==> config.mk <==
export PLATFORM = sky130hd
export DESIGN_NAME = key_scan_long_press_detector_top
export DESIGN_NICKNAME = d
export VERILOG_FILES = /design/src/rtl/core/kslp_pkg.sv /design/src/rtl/core/key_scan_long_press_detector_top.sv /design/src/rtl/core/kslp_key_unit.sv
export SDC_FILE = /design/constraint.sdc
export NUM_CORES = 1
export LEC_CHECK = 0
export BUFFER_PORTS_ARGS = -buffer_cell sky130_fd_sc_hd__buf_2
export CAP_MARGIN = 20
export CORE_UTILIZATION = 55
export CTS_CLUSTER_DIAMETER = 80
export CTS_CLUSTER_SIZE = 20
export DETAILED_ROUTE_END_ITERATION = 10
export PLACE_DENSITY = 0.7
export SYNTH_ARGS = -nofsm -noshare
export SYNTH_HDL_FRONTEND = slang
export SYNTH_SLANG_ARGS = --single-unit
==> constraint.sdc <==
create_clock -name i_clk -period 16.9 [get_ports i_clk]
set_input_delay 3.38 -clock i_clk [delete_from_list [all_inputs] [get_ports i_clk]]
set_output_delay 3.38 -clock i_clk [all_outputs]
set_load 0.1 [all_outputs]
==> src/rtl/core/kslp_pkg.sv <==
// ----------------------------------------------------------------------------
// kslp_pkg
// Shared types and constants for the key scan long-press detector.
// ----------------------------------------------------------------------------
`timescale 1ns / 1ps

package kslp_pkg;

    localparam int NUM_KEYS  = 24;
    localparam int TIME_BITS = 32;
    localparam int HOLD_W    = 16;
    localparam int KEY_IDX_W = 5;

    typedef enum logic [1:0] {
        MODE_IDLE   = 2'd0,
        MODE_TIMING = 2'd1,
        MODE_DONE   = 2'd2
    } t_mode;

    typedef enum logic [1:0] {
        S_IDLE  = 2'd0,
        S_WALK  = 2'd1,
        S_FLUSH = 2'd2
    } t_state;

    // Event raised by the key unit for the key under the walk pointer
    typedef struct packed {
        logic ev;
        logic long_press;
    } t_key_res;

endpackage

==> src/rtl/core/key_scan_long_press_detector_top.sv <==
// ----------------------------------------------------------------------------
// key_scan_long_press_detector_top
// Results: events found during the key walk leave during the walk; the last
// result of a scan, marked with tlast, is registered in the flush state that
// follows the walk, later if the output stalls. One key is visited per cycle
// through the shared deadline adder while the output does not stall; a new
// scan is taken only in the idle state. Synchronous active-low reset sets every
// key idle, empties the output and restores the hold time to 60 ticks.
// ----------------------------------------------------------------------------
`timescale 1ns / 1ps

module key_scan_long_press_detector_top (
    input  logic        i_clk,
    input  logic        i_rst_n,
    // configuration: long_press_ticks
    input  logic        i_cfg_we,
    input  logic [15:0] i_cfg_wdata,
    // input scan stream
    input  logic        i_s_tvalid,
    output logic        o_s_tready,
    input  logic [55:0] i_s_tdata,  // [23:0] key_levels, [55:24] now_ticks
    // result stream
    output logic        o_m_tvalid,
    input  logic        i_m_tready,
    output logic [7:0]  o_m_tdata,  // [4:0] key_index, [5] long_press,
                                    // [6] any_pressed, [7] zero
    output logic        o_m_tuser,  // [0] event_valid
    output logic        o_m_tlast   // last_of_scan
);
    import kslp_pkg::*;

    t_state                r_state;
    t_state                n_state;
    logic [HOLD_W-1:0]     r_hold;
    logic [NUM_KEYS-1:0]   r_levels;
    logic [TIME_BITS-1:0]  r_now;
    logic                  r_any;
    logic [KEY_IDX_W-1:0]  r_idx;

    // one pending event, held back until it is known whether it is the last
    logic                  r_pend_valid;
    logic [KEY_IDX_W-1:0]  r_pend_idx;
    logic                  r_pend_long;

    logic                  r_ovalid;
    logic                  r_oev;
    logic [KEY_IDX_W-1:0]  r_oidx;
    logic                  r_olong;
    logic                  r_oany;
    logic                  r_olast;

    logic                  accept;
    logic                  out_free;
    logic                  step;
    logic                  flush;
    logic                  last_key;
    t_key_res              key_res;

    assign accept   = i_s_tvalid && o_s_tready;
    assign out_free = !r_ovalid || i_m_tready;
    assign last_key = (r_idx == KEY_IDX_W'(NUM_KEYS - 1));

    kslp_key_unit u_key_unit (
        .i_clk     (i_clk),
        .i_rst_n   (i_rst_n),
        .i_step    (step),
        .i_idx     (r_idx),
        .i_pressed (!r_levels[r_idx]),
        .i_now     (r_now),
        .i_hold    (r_hold),
        .o_res     (key_res)
    );

    // next state
    always_comb begin
        n_state = r_state;
        case (r_state)
            S_IDLE: begin
                if (accept) n_state = S_WALK;
            end
            S_WALK: begin
                if (step && last_key) n_state = S_FLUSH;
            end
            S_FLUSH: begin
                if (out_free) n_state = S_IDLE;
            end
            default: n_state = S_IDLE;
        endcase
    end

    // state outputs
    always_comb begin
        o_s_tready = 1'b0;
        step       = 1'b0;
        flush      = 1'b0;
        case (r_state)
            S_IDLE:  o_s_tready = 1'b1;
            // hold the walk when a second event has nowhere to go
            S_WALK:  step  = !(key_res.ev && r_pend_valid && !out_free);
            S_FLUSH: flush = out_free;
            default: ;
        endcase
    end

    always_ff @(posedge i_clk) begin
        if (!i_rst_n) begin
            r_state      <= S_IDLE;
            r_hold       <= HOLD_W'(60);
            r_idx        <= '0;
            r_pend_valid <= 1'b0;
            r_ovalid     <= 1'b0;
        end else begin
            r_state <= n_state;
            if (i_cfg_we) r_hold <= i_cfg_wdata;
            if (accept) r_idx <= '0;
            else if (step) r_idx <= r_idx + KEY_IDX_W'(1);

            if ((step && key_res.ev && r_pend_valid) || flush) begin
                r_ovalid <= 1'b1;
            end else if (o_m_tvalid && i_m_tready) begin
                r_ovalid <= 1'b0;
            end

            if (step && key_res.ev) begin
                r_pend_valid <= 1'b1;
            end
            if (flush) begin
                r_pend_valid <= 1'b0;
            end
        end
    end

    // payload
    always_ff @(posedge i_clk) begin
        if (accept) begin
            r_levels <= i_s_tdata[NUM_KEYS-1:0];
            r_now    <= i_s_tdata[24 +: TIME_BITS];
            r_any    <= ~&i_s_tdata[NUM_KEYS-1:0];
        end
        if (step && key_res.ev) begin
            r_pend_idx  <= r_idx;
            r_pend_long <= key_res.long_press;
            if (r_pend_valid) begin
                r_oev   <= 1'b1;
                r_oidx  <= r_pend_idx;
                r_olong <= r_pend_long;
                r_oany  <= r_any;
                r_olast <= 1'b0;
            end
        end
        if (flush) begin
            r_oev   <= r_pend_valid;
            r_oidx  <= r_pend_valid ? r_pend_idx : '0;
            r_olong <= r_pend_valid && r_pend_long;
            r_oany  <= r_any;
            r_olast <= 1'b1;
        end
    end

    assign o_m_tvalid = r_ovalid;
    assign o_m_tdata  = {1'b0, r_oany, r_olong, r_oidx};
    assign o_m_tuser  = r_oev;
    assign o_m_tlast  = r_olast;

endmodule

==> src/rtl/core/kslp_key_unit.sv <==
// ----------------------------------------------------------------------------
// kslp_key_unit
// Per-key mode and deadline store with one shared add/subtract unit that
// either forms a new deadline or tests the stored one against the time stamp.
// ----------------------------------------------------------------------------
`timescale 1ns / 1ps

module kslp_key_unit (
    input  logic                          i_clk,
    input  logic                          i_rst_n,
    input  logic                          i_step,
    input  logic [kslp_pkg::KEY_IDX_W-1:0] i_idx,
    input  logic                          i_pressed,
    input  logic [kslp_pkg::TIME_BITS-1:0] i_now,
    input  logic [kslp_pkg::HOLD_W-1:0]    i_hold,
    output kslp_pkg::t_key_res            o_res
);
    import kslp_pkg::*;

    t_mode                r_mode [NUM_KEYS];
    logic [TIME_BITS-1:0] r_deadline [NUM_KEYS];

    t_mode                cur_mode;
    t_mode                n_mode;
    logic [TIME_BITS-1:0] cur_deadline;
    logic [TIME_BITS-1:0] op_a;
    logic [TIME_BITS-1:0] op_b;
    logic [TIME_BITS-1:0] sum;
    logic                 is_timing;
    logic                 past;
    logic                 write_dl;

    assign cur_mode     = r_mode[i_idx];
    assign cur_deadline = r_deadline[i_idx];
    assign is_timing    = (cur_mode == MODE_TIMING);

    // Shared adder: deadline - now while timing, now + hold otherwise
    assign op_a = is_timing ? cur_deadline : i_now;
    assign op_b = is_timing ? ~i_now : TIME_BITS'(i_hold);
    assign sum  = op_a + op_b + TIME_BITS'(is_timing);
    assign past = sum[TIME_BITS-1];

    always_comb begin
        n_mode           = MODE_IDLE;
        write_dl         = 1'b0;
        o_res.ev         = 1'b0;
        o_res.long_press = 1'b0;
        case (cur_mode)
            MODE_TIMING: begin
                if (i_pressed) begin
                    if (past) begin
                        o_res.ev         = 1'b1;
                        o_res.long_press = 1'b1;
                        n_mode           = MODE_DONE;
                    end else begin
                        n_mode = MODE_TIMING;
                    end
                end else begin
                    o_res.ev         = 1'b1;
                    o_res.long_press = past;
                end
            end
            MODE_DONE: begin
                n_mode = i_pressed ? MODE_DONE : MODE_IDLE;
            end
            default: begin
                // unused code behaves as idle
                if (i_pressed) begin
                    n_mode   = MODE_TIMING;
                    write_dl = 1'b1;
                end
            end
        endcase
    end

    always_ff @(posedge i_clk) begin
        if (!i_rst_n) begin
            for (int k = 0; k < NUM_KEYS; k++) begin
                r_mode[k] <= MODE_IDLE;
            end
        end else if (i_step) begin
            r_mode[i_idx] <= n_mode;
        end
    end

    always_ff @(posedge i_clk) begin
        if (i_step && write_dl) begin
            r_deadline[i_idx] <= sum;
        end
    end

endmodule
; Word level (Yosys, flattened, before mapping)
; Memories as Yosys holds them, arrays and structs flattened. A register that Yosys moved wholly into a read port is not among the register bits.
; Cells that the tools add are included.
[totals]
ramBits = 816
regBits = 97
memories = 2
word_cells = 107
output_inout_bits = 12
inputBits = 77
[op_classes]
magnitude_cmp = 1
eq_ne = 8
n_reduce_logical = 27
add_sub_neg = 3
bitwise = 2
mux = 49
[memory_table]
columns = name, words, word_bits, read_ports, rd_ports_with_merged_regs, write_ports, line
row1 = u_key_unit.r_deadline, 24, 32, 1, 1, 1, kslp_key_unit.sv:21  ; logic [TIME_BITS-1:0] r_deadline [NUM_KEYS];
row2 = u_key_unit.r_mode, 24, 2, 1, 1, 24, kslp_key_unit.sv:20  ; t_mode r_mode [NUM_KEYS];
[op_table]
columns = operator, n
row1 = $mux W32, 2
row2 = $mux W5, 9
row3 = $add A32 B1 Y32, 1
row4 = $add A32 B32 Y32, 1
row5 = $not A32 Y32, 1
row6 = $mux W1, 25
row7 = $reduce_and A24 Y1, 1
row8 = $mux W2, 10
row9 = $logic_and A1 B1 Y1, 9
row10 = $reduce_or A2 Y1, 4
row11 = $lt A5 B6 Y1 const B, 1
row12 = $ne A2 B2 Y1 const B, 3
row13 = $pmux W2 S3, 1
row14 = $reduce_bool A2 Y1, 3
row15 = $add A5 B1 Y5 const B, 1
row16 = $bmux W1 S5, 1
row17 = $eq A5 B5 Y1 const B, 1
row18 = $eq A2 B1 Y1 const B, 2
row19 = $eq A2 B2 Y1 const B, 2
row20 = $logic_not A1 Y1, 4
row21 = $pmux W2 S2, 1
row22 = $reduce_and A2 Y1, 2
row23 = $reduce_and A3 Y1, 1
row24 = $logic_not A2 Y1, 1
row25 = other kinds (2), 3

; Depth between registers and ports, before layout
[logic_depth]
ltp_word = 16
depth_mapped = 23
depth_no_buf = 19

; Hierarchy
; Synthesis repeated with hierarchy kept, for this count alone.
[hier_totals]
hier_cells = 2153
area_unflattened_um2 = 38408.1
[modules_own_cells]
columns = mod, cells_each, area_per_inst_um2, seq_area_each_um2, instances
row1 = kslp_key_unit, 1928, 34773.4, 24984.0, 1
row2 = key_scan_long_press_detector_top, 225, 3634.7, 2652.5, 1

; Least setup slack after synthesis
; Ideal clock, no wire load.
[synth_timing]
path_type = reg-to-reg
from = reg (tool-made name)
to = mem u_key_unit.r_deadline[23][0] (enable)
synth_period_minus_slack_ns = 8.321
arrival_ns = 7.860
setup_time_ns = 0.461
stages_incl_launch_ff = 23
required_ns = 16.439
path_slack_ns = 8.579
n_path_buf = 6
path_cell_list = dfxtp_1 buf_6 buf_2 buf_1 mux4_2 mux4_2 mux2i_1 inv_1 ha_1 inv_1 clkbuf_1 clkbuf_1 nor2_1 ha_1 a211o_1 a21oi_1 o211ai_1 a221oi_1 a211oi_4 o31ai_4 nand2_1 buf_2 nor3_1
[synth_lines]
columns = element, line
row1 = to (decl), kslp_key_unit.sv:21

==> impl_metrics.csv <==
group,metric,value,unit
synth,syn_avg_cell_area,19.4,µm²
worst_setup_path,cp-start-kind,"flop",
worst_setup_path,critical_path_class,"reg -> reg",
sta,finalMaxSlewViolations,0,
sta,skew,0.0333,ns
clocking,cts_buffers,54,
run_status,status,"completed",
synth,synth-seq-area-share,72.9,%
detailed_routing,wl_per_cell,28.6,µm
die,die_width,265,µm
die,core_area,68500,µm²
sta,layout_setup_ws,7.43,ns
sta,max_freq,106,MHz
detailed_routing,via_per_inst,6.44,
layout,multi_input_area,9920,µm²
clocking,cts_resized,0,
layout,nets,2166,
worst_hold_path,worstHoldPathType,"reg -> reg",
worst_setup_path,path_max_fanout,51,
synth,ys_warn_count,0,
placement,gp_congestion,0.855,
detailed_routing,drt_iter0_markers,2082,
die,die_area,70200,µm²
clocking,cts.sinks,934,
worst_setup_path,crit_end,"u_key_unit.r_deadline[6][30]",
global_route,grt-ovfl-total,0,
placement,dp_hpwl,50500,µm
synth,syn_inst,1962,
global_route,grt_antenna_before_repair,3,
layout,fin_area,41500,µm²
synth,syn_area,38000,µm²
detailed_routing,wl,85100,µm
sta,period_share,56.0,%
die,io_pins,89,
pwr,p_leak,13.0,nW
detailed_routing,ant_nets,0,
layout,drive_gt1_share,25.4,%
pwr,power.density,124,nW/µm²
sta,setup_viol,0,
sta,slew_headroom,24.3,%
worst_setup_path,reg2reg_depth,20,
layout,area_growth,9.06,%
clocking,cts.reportedPaths.clkPinSlew,0.08,ns
synth,synthArstFlopShare,0,%
global_route,grt_pass1_vias,19100,
detailed_routing,dr.pass1.iters,7,
detailed_routing,remaining_drc_errors,0,
global_route,grt_max_degree,78,
global_route,grt_pass1_wl,125000,µm
clocking,htree_levels,2,
global_route,grtUsageTotal,24.7,%
placement,preCtsSetupSlack,7.40,ns
sta,tns,0,ns
placement,port-buffer-count,87,
synth,synth-edff-count,903,
clocking,cts_tree,"built",
flow_run,maxCapViolations,0,
synth,ys_ff_latch,934,
clocking,cts_buffer_depth,3,
clocking,post_cts_buffers,0,
detailed_routing,vias,19100,
sta,rsz0062_at_grt,"no",
layout,insertedDiodeCount,0,
worst_setup_path,r2r_end,"u_key_unit.r_deadline[6][30]",
placement,placed_cell_area,39700,µm²
layout,n_fill_cell,4810,
die,rows,96,
sta,finalHoldViolCount,0,
synth,syn_nets,2077,
worst_setup_path,critPathCaptureType,"flop",
worst_setup_path,crit_arrival,9.94,ns
synth,ys_types,67,
clocking,holdBufCountCts,0,
clocking,clock_latency,0.65,ns
worst_setup_path,r2r_setup_slack,7.43,ns
die,start_util,55.6,%
pwr,max-vdd-ir-drop,118,µV
synth,ys.flop_type,"edfxtp_1",
clocking,clk_root_buffer_cell,"clkbuf_16",
sta,finalCriticalPeriod,9.47,ns
sta,worst_slew_pin_slew,1.13,ns
worst_setup_path,worstPathRequired,17.38,ns
die,dieHeight,265,µm
layout,ff_latch_area,27800,µm²
worst min path at each step:
stage,slack [ns],cells after the start,end,start
finish,0.43,0,r_oany,r_any
global route,0.44,0,r_oany,r_any
CTS,0.43,0,r_oany,r_any
detailed placement,0.41,0,r_oany,r_any
global placement,0.41,0,r_oany,r_any
floorplan,0.40,0,r_oany,r_any
worst max-delay path, stage by stage, from the launching register on:
cell and delay, ns:
dfxtp_4 0.76, buf_4 0.76, buf_4 0.91, buf_4 0.81, mux4_2 0.60, mux2i_1 0.51
a211oi_1 0.18, a21oi_1 0.21, fa_1 0.25, inv_1 0.07, fa_1 0.48, a21o_1 0.20
a221oi_1 0.66, o2bb2ai_1 0.14, buf_4 0.21, a211oi_1 0.39, nor3_1 0.12, a2111oi_0 0.80
a21oi_1 0.23, xor2_1 0.55, buf_4 0.31
registers in the layout (all words and copies together), names as in the netlist, named ones only:
name and cells:
o_m_tuser 1, r_hold 16, r_idx 5, u_key_unit.r_mode 64
r_pend_valid 1, r_any 1, r_oidx 5, r_olong 1
r_pend_long 1, o_m_tlast 1, r_levels 24, o_m_tvalid 1
u_key_unit.r_deadline 768, r_pend_idx 5, r_now 32, r_oany 1
r_state 2
per-stage QoR:
step,utilization (%),power (mW),hold WS (ns),instances
2_1_floorplan,-,3.44,0.400,1962
3_3_place_gp,58.0,3.78,0.405,2861
3_5_place_dp,58.0,3.81,0.413,2861
4_1_cts,60.2,5.12,0.433,2956
5_1_grt,60.6,5.30,0.445,2972
6_report,60.6,5.14,0.429,2972
routing by layer:
layer  share of wire (%)  global-route usage (%)
met5               0.015                       0
met4                 2.4                    6.16
met3                 9.7                    6.43
met2                  46                    37.3
met1                  42                    36.5
area by class of cell:
cell class | instances | area share, %
flip-flops and latches | 934 | 66.9
clock buffers | 87 | 3.61
clock inverters | 8 | 0.157
inverters | 50 | 0.452
well taps | 882 | 2.66
repair buffers | 141 | 2.33
multi-input cells | 870 | 23.9
where the power goes:
part	leakage, nW	total, mW	internal (mW)	switching (mW)
clock	0.746	1.34	0.613	0.724
sequential	8.47	2.91	2.89	0.0191
combinational	3.76	0.891	0.278	0.614
total	13.0	5.14	3.78	1.36
cell families (layout without fill, tap and decap cells):
group | Yosys count | in the layout | synth area share, %
XOR/XNOR | 28 | 28 | 0.645
other | 1 | 1 | 0.00986
AND/OR/NAND/NOR | 299 | 299 | 3.87
adder cells (fa/ha/maj) | 38 | 38 | 1.29
buffers and inverters | 158 | 286 | 1.72
flip-flops | 934 | 934 | 72.9
multiplexers | 303 | 303 | 16.1
AO/OA/AOI/OAI | 201 | 201 | 3.42
placed cells by master (no fill, tap or decap), drive strengths merged, types with 4 or more instances in the layout:
| cell type | count |
|---|---|
| nor4 | 5 |
| mux2i | 53 |
| nor2 | 96 |
| xor2 | 8 |
| inv | 55 |
| o21bai | 4 |
| nand2 | 71 |
| and3 | 26 |
| or2 | 5 |
| or3 | 4 |
| nor3 | 30 |
| and2 | 4 |
| o21a | 6 |
| ha | 36 |
| nand3 | 14 |
| edfxtp | 903 |
| a21o | 8 |
| nor2b | 10 |
| dfxtp | 31 |
| buf | 141 |
| o21ai | 69 |
| nand4 | 11 |
| mux4 | 248 |
| nand2b | 6 |
| xnor2 | 20 |
| a21oi | 44 |
| o211ai | 35 |
| clkbuf | 87 |
| a31oi | 6 |
cell usage after synthesis (8+ instances only):
cell type  number  share of area [%]
a21o_1          8               0.16
a21oi_1        44               0.58
and3_1         26               0.43
buf_1          28               0.28
buf_2          14               0.18
clkbuf_1       58               0.57
dfxtp_1        31                1.6
edfxtp_1      903                 71
ha_1           36                1.2
inv_1          50               0.49
mux2i_1        53                1.4
mux4_2        248                 15
nand2_1        71               0.70
nand3_1        14               0.18
nand4_1        11               0.18
nor2_1         96               0.95
nor2b_1        10               0.16
nor3_1         22               0.29
nor3_2          8               0.21
o211ai_1       35               0.69
o21ai_0        68               0.89
xnor2_1        20               0.46
xor2_1          8               0.18
(Power assumes the default switching activity.)
